--- src/rtl/core/lu_pkg.sv ---
// ----------------------------------------------------------------------------
// LU package
// Shared types for the LU decomposition controller and datapath.
// ----------------------------------------------------------------------------
`default_nettype none

package lu_pkg;

  // Largest matrix dimension the store and the permutation hold.
  localparam int MaxDim = 8;

  // Commands from the controller to the datapath.
  typedef enum logic [3:0] {
    CMD_NONE,
    CMD_LOAD,
    CMD_RD_A,
    CMD_RD_B,
    CMD_PIV,
    CMD_SWAP_W1,
    CMD_SWAP_W2,
    CMD_DIV_START,
    CMD_DIV_WR,
    CMD_MUL,
    CMD_SUB_WR
  } lu_cmd_e;

  typedef struct packed {
    lu_cmd_e    cmd;
    logic [5:0] addr;
    logic [2:0] row;
    logic       first;
    logic       perm_init;
    logic       perm_swap;
    logic [2:0] perm_a;
    logic [2:0] perm_b;
  } lu_ctrl_t;

  typedef struct packed {
    logic        div_done;
    logic        pivot_zero;
    logic [2:0]  best_row;
    logic [31:0] rdata;
    logic [2:0]  perm_out;
  } lu_stat_t;

endpackage

`default_nettype wire

--- src/rtl/core/lu_ctrl.sv ---
// ----------------------------------------------------------------------------
// LU controller
// Sequences loading, factorization and output of the matrix.
// ----------------------------------------------------------------------------
`default_nettype none

module lu_ctrl
  import lu_pkg::*;
(
  input  wire logic        clk_i,
  input  wire logic        rst_ni,
  input  wire logic        cfg_we_i,
  input  wire logic [3:0]  cfg_wdata_i,
  input  wire logic        in_valid_i,
  output logic             in_ready_o,
  output logic             out_valid_o,
  input  wire logic        out_ready_i,
  output logic [31:0]      lu_value_o,
  output logic [2:0]       row_index_o,
  output logic [2:0]       col_index_o,
  output logic [2:0]       source_row_o,
  output logic             status_o,
  output logic             last_of_run_o,
  output lu_ctrl_t         ctrl_o,
  input  wire lu_stat_t    stat_i
);

  localparam logic [3:0] S_LOAD   = 4'd0;
  localparam logic [3:0] S_PIV    = 4'd1;
  localparam logic [3:0] S_PCHK   = 4'd2;
  localparam logic [3:0] S_SWRA   = 4'd3;
  localparam logic [3:0] S_SWRB   = 4'd4;
  localparam logic [3:0] S_SWW    = 4'd5;
  localparam logic [3:0] S_DRP    = 4'd6;
  localparam logic [3:0] S_DIV    = 4'd7;
  localparam logic [3:0] S_URD    = 4'd8;
  localparam logic [3:0] S_UMUL   = 4'd9;
  localparam logic [3:0] S_OUT    = 4'd10;
  localparam logic [3:0] S_FAIL   = 4'd11;

  logic [3:0] st_q, st_d;
  logic [3:0] size_q, size_d;
  logic [3:0] n;
  logic [6:0] cnt_q, cnt_d;
  logic [6:0] total;
  logic [2:0] k_q, k_d, i_q, i_d, j_q, j_d;
  logic [2:0] ph_q, ph_d;
  logic       ov_q, ov_d;
  logic [31:0] val_q, val_d;
  logic [2:0]  ro_q, ro_d, co_q, co_d, so_q, so_d;
  logic [2:0]  orow_q, orow_d, ocol_q, ocol_d;
  logic        stt_q, stt_d, lst_q, lst_d;
  logic [2:0]  nm1;

  assign n     = (size_q == 4'd0) ? 4'd1 : (size_q > 4'(MaxDim)) ? 4'(MaxDim) : size_q;
  assign nm1   = 3'(n - 4'd1);
  assign total = 7'(n * n);

  function automatic logic [5:0] adr(input logic [2:0] r, input logic [2:0] c,
                                     input logic [3:0] nn);
    adr = 6'(r * nn + c);
  endfunction

  assign in_ready_o    = (st_q == S_LOAD) && !ov_q;
  assign out_valid_o   = ov_q;
  assign lu_value_o    = val_q;
  assign row_index_o   = orow_q;
  assign col_index_o   = ocol_q;
  assign source_row_o  = so_q;
  assign status_o      = stt_q;
  assign last_of_run_o = lst_q;

  always_comb begin
    st_d = st_q; size_d = size_q; cnt_d = cnt_q;
    k_d = k_q; i_d = i_q; j_d = j_q; ph_d = ph_q;
    ov_d = ov_q; val_d = val_q; ro_d = ro_q; co_d = co_q; so_d = so_q;
    orow_d = orow_q; ocol_d = ocol_q;
    stt_d = stt_q; lst_d = lst_q;
    ctrl_o = '0;
    ctrl_o.cmd = CMD_NONE;
    if (ov_q && out_ready_i) ov_d = 1'b0;
    unique case (st_q)
      S_LOAD: begin
        if (in_valid_i && in_ready_o) begin
          ctrl_o.cmd  = CMD_LOAD;
          ctrl_o.addr = cnt_q[5:0];
          if (cnt_q + 7'd1 >= total) begin
            cnt_d = 7'd0;
            ctrl_o.perm_init = 1'b1;
            k_d = 3'd0; i_d = 3'd0; ph_d = 3'd0; st_d = S_PIV;
          end else begin
            cnt_d = cnt_q + 7'd1;
          end
        end
      end
      S_PIV: begin
        // Phase 0 issues the read of row i; phase 1 compares it.
        ctrl_o.addr = adr(i_q, k_q, n);
        if (ph_q == 3'd0) begin
          ph_d = 3'd1;
        end else begin
          ctrl_o.cmd = CMD_PIV;
          ctrl_o.row = i_q;
          ctrl_o.first = (i_q == k_q);
          ph_d = 3'd0;
          if (i_q == nm1) st_d = S_PCHK;
          else i_d = i_q + 3'd1;
        end
      end
      S_PCHK: begin
        if (stat_i.pivot_zero) begin
          st_d = S_FAIL;
        end else if (stat_i.best_row != k_q) begin
          ctrl_o.perm_swap = 1'b1;
          ctrl_o.perm_a = k_q;
          ctrl_o.perm_b = stat_i.best_row;
          j_d = 3'd0; ph_d = 3'd0; st_d = S_SWRA;
        end else begin
          ph_d = 3'd0; st_d = S_DRP;
        end
      end
      S_SWRA: begin
        ctrl_o.addr = adr(k_q, j_q, n);
        if (ph_q == 3'd0) ph_d = 3'd1;
        else begin
          ctrl_o.cmd = CMD_RD_B; ph_d = 3'd0; st_d = S_SWRB;
        end
      end
      S_SWRB: begin
        ctrl_o.addr = adr(stat_i.best_row, j_q, n);
        if (ph_q == 3'd0) ph_d = 3'd1;
        else begin
          ctrl_o.cmd = CMD_RD_A; ph_d = 3'd0; st_d = S_SWW;
        end
      end
      S_SWW: begin
        if (ph_q == 3'd0) begin
          ctrl_o.cmd = CMD_SWAP_W1; ctrl_o.addr = adr(k_q, j_q, n); ph_d = 3'd1;
        end else begin
          ctrl_o.cmd = CMD_SWAP_W2;
          ctrl_o.addr = adr(stat_i.best_row, j_q, n);
          ph_d = 3'd0;
          if (j_q == nm1) st_d = S_DRP;
          else begin j_d = j_q + 3'd1; st_d = S_SWRA; end
        end
      end
      S_DRP: begin
        // Load the pivot into the divisor register, then start on row k+1, or begin the output after the last pivot.
        ctrl_o.addr = adr(k_q, k_q, n);
        if (ph_q == 3'd0) ph_d = 3'd1;
        else begin
          ctrl_o.cmd = CMD_RD_B; ph_d = 3'd0;
          if (k_q == nm1) begin
            cnt_d = 7'd0; st_d = S_OUT;
          end else begin
            i_d = k_q + 3'd1; st_d = S_DIV;
          end
        end
      end
      S_DIV: begin
        ctrl_o.addr = adr(i_q, k_q, n);
        unique case (ph_q)
          3'd0: ph_d = 3'd1;
          3'd1: begin ctrl_o.cmd = CMD_DIV_START; ph_d = 3'd2; end
          default: begin
            if (stat_i.div_done) begin
              ctrl_o.cmd = CMD_DIV_WR; ph_d = 3'd0;
              if (i_q == nm1) begin
                i_d = k_q + 3'd1; j_d = k_q + 3'd1; st_d = S_URD;
              end else i_d = i_q + 3'd1;
            end
          end
        endcase
      end
      S_URD: begin
        // a = l(i,k), b = u(k,j), then load a(i,j) for the subtract.
        unique case (ph_q)
          3'd0: begin ctrl_o.addr = adr(i_q, k_q, n); ph_d = 3'd1; end
          3'd1: begin
            ctrl_o.addr = adr(k_q, j_q, n); ctrl_o.cmd = CMD_RD_A; ph_d = 3'd2;
          end
          3'd2: begin
            ctrl_o.addr = adr(i_q, j_q, n); ctrl_o.cmd = CMD_RD_B; ph_d = 3'd3;
          end
          default: begin
            ctrl_o.addr = adr(i_q, j_q, n); ctrl_o.cmd = CMD_MUL; ph_d = 3'd0;
            st_d = S_UMUL;
          end
        endcase
      end
      S_UMUL: begin
        ctrl_o.addr = adr(i_q, j_q, n);
        if (ph_q == 3'd0) begin
          ctrl_o.cmd = CMD_RD_A; ph_d = 3'd1;
        end else begin
          ctrl_o.cmd = CMD_SUB_WR; ph_d = 3'd0; st_d = S_URD;
          if (j_q == nm1) begin
            j_d = k_q + 3'd1;
            if (i_q == nm1) begin
              k_d = k_q + 3'd1; i_d = k_q + 3'd1; st_d = S_PIV;
            end else i_d = i_q + 3'd1;
          end else j_d = j_q + 3'd1;
        end
      end
      S_OUT: begin
        ctrl_o.addr = cnt_q[5:0];
        ctrl_o.row  = ro_d;
        if (ph_q == 3'd0) begin
          ph_d = 3'd1;
          ro_d = 3'd0; co_d = 3'd0;
        end else if (!ov_d) begin
          ctrl_o.row = ro_q;
          ov_d = 1'b1; val_d = stat_i.rdata; so_d = stat_i.perm_out;
          orow_d = ro_q; ocol_d = co_q;
          stt_d = 1'b0;
          lst_d = (cnt_q + 7'd1 == total);
          ph_d = 3'd0;
          if (co_q == nm1) begin
            ro_d = ro_q + 3'd1; co_d = 3'd0;
          end else co_d = co_q + 3'd1;
          cnt_d = cnt_q + 7'd1;
          if (cnt_q + 7'd1 == total) begin
            cnt_d = 7'd0; st_d = S_LOAD;
          end
        end
        if (ph_q == 3'd0) begin ro_d = ro_q; co_d = co_q; end
        if (cnt_q == 7'd0 && ph_q == 3'd0) begin ro_d = 3'd0; co_d = 3'd0; end
      end
      S_FAIL: begin
        if (!ov_d) begin
          ov_d = 1'b1; val_d = '0; orow_d = '0; ocol_d = '0; so_d = '0;
          stt_d = 1'b1; lst_d = 1'b1; cnt_d = 7'd0; st_d = S_LOAD;
        end
      end
      default: st_d = S_LOAD;
    endcase
    if (cfg_we_i) begin
      size_d = cfg_wdata_i;
      cnt_d  = 7'd0;
    end
  end

  always_ff @(posedge clk_i or negedge rst_ni) begin
    if (!rst_ni) begin
      st_q <= S_LOAD; size_q <= 4'd8; cnt_q <= '0;
      k_q <= '0; i_q <= '0; j_q <= '0; ph_q <= '0; ov_q <= 1'b0;
      ro_q <= '0; co_q <= '0; orow_q <= '0; ocol_q <= '0;
    end else begin
      st_q <= st_d; size_q <= size_d; cnt_q <= cnt_d;
      k_q <= k_d; i_q <= i_d; j_q <= j_d; ph_q <= ph_d; ov_q <= ov_d;
      ro_q <= ro_d; co_q <= co_d; orow_q <= orow_d; ocol_q <= ocol_d;
    end
  end

  always_ff @(posedge clk_i) begin
    val_q <= val_d; so_q <= so_d; stt_q <= stt_d; lst_q <= lst_d;
  end

endmodule

`default_nettype wire
--- config.mk ---
export PLATFORM = sky130hd
export DESIGN_NAME = lu_ctrl
export DESIGN_NICKNAME = d
export VERILOG_FILES = /design/src/rtl/core/lu_pkg.sv /design/src/rtl/core/lu_ctrl.sv
export SDC_FILE = /design/constraint.sdc
export NUM_CORES = 1
export LEC_CHECK = 0
export ABC_AREA = 1
export BUFFER_PORTS_ARGS = -buffer_cell sky130_fd_sc_hd__buf_2
export CAP_MARGIN = 0
export CORE_MARGIN = 2
export CORE_UTILIZATION = 40
export DETAILED_ROUTE_END_ITERATION = 10
export PLACE_DENSITY = 0.71
export SYNTH_ARGS = -nofsm -noshare
export SYNTH_HDL_FRONTEND = slang
export SYNTH_SLANG_ARGS = --single-unit
export TNS_END_PERCENT = 20
--- constraint.sdc ---
create_clock -name clk_i -period 5.15 [get_ports clk_i]
set_input_delay 1.03 -clock clk_i [delete_from_list [all_inputs] [get_ports clk_i]]
set_output_delay 1.03 -clock clk_i [all_outputs]
set_load 0.005 [all_outputs]
### Yosys cells after proc, flatten, opt, wreduce, memory -nomap -nowiden

Index checks and enable logic that the tools add are counted.

| word-level totals | value |
|---|---|
| output and inout bits | 67 |
| register bits | 77 |
| word-level logic and storage cells | 239 |

| cells by class | value |
|---|---|
| magnitude comparators | 2 |
| multiply operators | 4 |
| add/subtract/negate cells | 12 |
| equality and inequality tests | 54 |
| muxes and demuxes | 121 |
| reduce and logical (&&, ||, !) cells | 30 |

Operators with widths:

| operator | number |
|---|---|
| 3-bit two-way mux | 43 |
| 4-bit two-way mux | 26 |
| 32-bit two-way mux | 3 |
| 7-bit two-way mux | 13 |
| 32-bit case mux with 2 select lines | 1 |
| 6-bit case mux with 9 select lines | 1 |
| 4-bit case mux with 12 select lines | 1 |
| 2-bit inequality test, second input constant | 22 |
| 3-bit case mux with 2 select lines | 6 |
| 4-bit case mux with 8 select lines | 1 |
| 6-bit by 3-bit adder with 6-bit output | 5 |
| 7-bit case mux with 4 select lines | 1 |
| 3-bit by 4-bit multiplier with 6-bit output | 3 |
| 3-bit inequality test, second input constant | 6 |
| 3-bit case mux with 6 select lines | 1 |
| 17-bit AND reduction | 1 |
| 4-bit by 3-bit == test with 1-bit output, second input constant | 4 |
| 4-bit == test, second input constant | 4 |
| 3-bit by 1-bit adder with 3-bit output, second input constant | 5 |
| 3-bit == test | 5 |
| 3-bit case mux with 5 select lines | 1 |
| 1-bit two-way mux | 12 |
| 3-bit case mux with 4 select lines | 1 |
| 4-bit case mux with 3 select lines | 1 |
| other kinds (38) | 56 |

### Logic depth before layout (Yosys ltp)

| depth | value |
|---|---|
| depth after elaboration | 10 |
| mapped depth | 21 |

### Worst setup path before layout

No wires, ideal clock.

| timing | value |
|---|---|
| path type | register to output |
| start point | reg size_q[2] |
| end point | out ctrl_o[17] in the netlist's numbering |
| slack | 802 ps |
| cell stages (with the launch flop) | 16 |
| data arrival time | 3318 ps |
| data required time | 4120 ps |
| buffers on the path | 0 |
| cell sequence | dfrtp_1 > o21ai_0 > nand2_1 > inv_1 > nand2_1 > fa_1 > inv_1 > fa_1 > inv_1 > fa_1 > nor3_1 > o21ai_0 > nand3_1 > nand2_1 > nor2_1 > nand3_1 |

RTL lines:

| element | RTL line | RTL |
|---|---|---|
| start: declaration | lu_ctrl.sv:42 | `logic [3:0] size_q, size_d;` |
| start signal: assignment | lu_ctrl.sv:249 | `st_q <= st_d; size_q <= size_d; cnt_q <= cnt_d;` |
| end: declaration | lu_ctrl.sv:24 | `output lu_ctrl_t ctrl_o,` |

==> impl_results.md <==
* Slew @ Worst Pin at ~0.94 ns
* Initial antenna violation count at 0
* Hold EP: col_index_o[2]
* Synth cell count leaders: 282 x nand2_1, 161 x inv_1, 120 x nor2_1, 67 x nand3_1, 59 x ha_1
* Io pins at between 100 and 150
* EDFF count, synth at 37
* Initial Util at 0.407
* Maximum capacitance violations at 0
* Seq/Total Area, Yosys at 0.310
* First-pass GRT wire length at 31.2 mm
* TritonCTS clock tree: yes
* Clock-pin slew on the worst setup and hold paths at about 0.060 ns
* Num rows at between 40 and 50
* Crit start category: flop
* Worst Min Path Start: col_index_o[2]
* Overall routed net length at 19.3 mm
* Min Clock Period, post-route at between 4 and 5 ns
* Pin count of the biggest net entering global routing at 42
* Port Buf Inserts at 115
* Hold Path Depth at 2
* Fin cells at approximately 1300
* Max_slew headroom at 0.373
* Peak VDD IR at 0.187 mV
* Wire length on met3 at roughly 1.2 mm
* Clock buffer depth at 2
* Worst hold path type: flop to flop
* CP required at around 4.1 ns
* Yosys top cell by area: edfxtp_1
* Post-synth top area share at 0.165
* Max-slew violations at 0
* Die ar. at roughly 0.018 mm²
* Grt total ovfl at 0
* Initial DRT Pass Iterations at 5
* Vias in the first global route at a little over 6000
* HPWL after detailed placement at around 15 mm
* R2R cell count at 19
* #FFs+latches synth at 76
* DP Cell Count at about 1300
* CTS sink count at 76
* Clk Latency, worst-skew pair at around 0.35 ns
* Synth top area cells: edfxtp_1 17%, nand2_1 16%, dfrtp_1 14%
* Post-Synthesis Cells at ~960
* WL/cell at 14.7 µm
* Routed Antenna Nets at 0
* CTS Root Cell: clkbuf_16
* Routed vias/inst at approximately 5.0
* Horiz. Die Dim at 134 µm
* Smallest setup slack after layout at ~0.23 ns
* Syn Area/Cell at 6.98 µm²
* Synth unique cells at between 40 and 50
* Final hold violations at 0
* RR Endpoint: st_q[1]
* Crit path DAT at about 3.9 ns
* Final nets at around 1200
* Die H at 134 µm
* # DRC at 0
* Area of the core at between 0.015 and 0.02 mm²
* Leak Pwr at approximately 4.3 nW
* Total setup buffers inserted after CTS at 0
* Setup violation total in the final timing report at 0
* Fmax at between 200 and 250 MHz
* Ys async rst share at 0.513
* Max layer used: met4
* Critical Path Fanout Max at 13
* Post-Route M1 WL at around 8.8 mm
* GRT Overall Usage at 0.221
* Status: completed
* DR iter-0 viols at around 600
* CP endpoint kind: output port
* Synthesis-to-layout area growth at 17.4%
* CTS buffer count at 9
* Count leader, synth: nand2_1
* Most used flip-flop cell after synthesis: dfrtp_1
* RSZ-0062 raised after global routing: no
* H-tree levels at 3
* Metal2 WL at between 8 and 9 mm
* Layout cell share with drive strength beyond 1 at 0.163
* Clk_skew at 0.00798 ns
* Setup TNS at 0 ns
* Netlist Area Pre-Place at roughly 0.0067 mm²
* Antenna Cells at 0
* Pre-CTS WS at slightly above 0.4 ns
* Period utilisation layout at 0.955
* Vias at between 6000 and 7000
* FF-to-FF Start: size_q[3]
* Gpl congestion at 0.998
* PwrDens at approximately 340 mW/mm²
* Syn. warnings at 0
* R2r setup slk at ~1.3 ns
* Tot Pwr at 0.00271 W
* Crit path kind: flop to output port
critical path, cell delays in order (launching register included):
cell and delay (ns):
dfstp_2 0.45, inv_2 0.17, nand2_4 0.12, inv_1 0.25, nand2_1 0.11, fa_1 0.49, inv_1 0.05, fa_1 0.53
inv_1 0.07, fa_1 0.46, nor3_1 0.24, o21ai_0 0.10, nand3_1 0.08, nand2_1 0.10, nor2_1 0.10, nand3_1 0.09
buf_2 0.13
report_power, final:
part,switching (W),internal (W),leakage [nW],total [W]
logic,0.000796,0.000384,3.31,0.00118
clock network,0.000277,0.000433,0.159,0.000710
registers,0.0000967,0.000720,0.859,0.000817
total,0.00117,0.00154,4.33,0.00271
cells in the final DEF (no fill, tap or decap), types with 7 or more instances in the layout:
| cell type | count |
|---|---|
| nor2_1 | 119 |
| o21ai_1 | 11 |
| nand3_1 | 67 |
| ha_1 | 59 |
| nand4_1 | 10 |
| nand2_1 | 282 |
| clkbuf_16 | 9 |
| xnor2_1 | 12 |
| fa_1 | 15 |
| o21ai_0 | 27 |
| buf_2 | 115 |
| inv_1 | 160 |
| nand2_2 | 7 |
| a21oi_1 | 17 |
| inv_2 | 11 |
| dfrtp_1 | 38 |
| edfxtp_1 | 37 |
| o22ai_1 | 10 |
| xor2_1 | 18 |
metal layers:
| layer | up-vias | GRT usage |
|---|---|---|
| li1 | 3266 | - |
| met1 | 2975 | 0.298 |
| met2 | 225 | 0.355 |
| met3 | 38 | 0.0384 |
| met4 | 0 | 0.0822 |
| met5 | - | 0 |
layout make-up:
type / count / area [µm²]
Timing Repair Buffer: 121 / 621
Clock buffer: 9 / 225
Fill cell: 1657 / 8630
Inverter: 173 / 652
Clock inverter: 7 / 105
Tap cell: 220 / 275
Multi-Input combinational cell: 701 / 3930
Sequential cell: 76 / 2090
how the worst max path moves through the flow:
stage / startpoint / endpoint / slack, ns
after floorplan: size_q[2] / ctrl_o[17] / 0.80
after global placement: stat_i[37] / ctrl_o[17] / 0.41
after detailed placement: stat_i[37] / ctrl_o[17] / 0.41
after CTS: size_q[2] / ctrl_o[17] / 0.09
after global routing: size_q[2] / ctrl_o[17] / 0.03
final: size_q[3] / ctrl_o[17] / 0.23
sequential cells by signal, summed over array words and instances, names as in the netlist:
signal	count
ph_q	2
row_index_o	3
k_q	3
status_o	1
last_of_run_o	1
co_q	3
col_index_o	3
out_valid_o	1
source_row_o	3
size_q	4
j_q	3
lu_value_o	32
ro_q	3
cnt_q	7
i_q	3
st_q	4
through the flow:
| step | hold WS, ns | utilization | area [µm²] |
|---|---|---|---|
| final | 0.483 | 0.478 | 7900 |
| after floorplan | 0.475 | - | 6730 |
| after global placement | 0.461 | 0.458 | 7570 |
| after CTS | 0.488 | 0.478 | 7900 |
| after detailed placement | 0.473 | 0.458 | 7570 |
| after global routing | 0.501 | 0.478 | 7900 |
what timing repair did:
item / CTS / global route
gates resized for setup: 0 / 3
hold buffers: 0 / 0
setup endpoints to repair: 0 / 3
kinds of logic after synthesis:
| group | share of synthesized area |
|---|---|
| DFF | 0.310 |
| xor gates and xnor gates | 0.0390 |
| buffers and inverters | 0.106 |
| and+or+nand+nor | 0.315 |
| adders and majority gates | 0.154 |
| other | 0.000557 |
| AOI/OAI and AO/OA | 0.0740 |
Power figures use the tool's default switching activity.
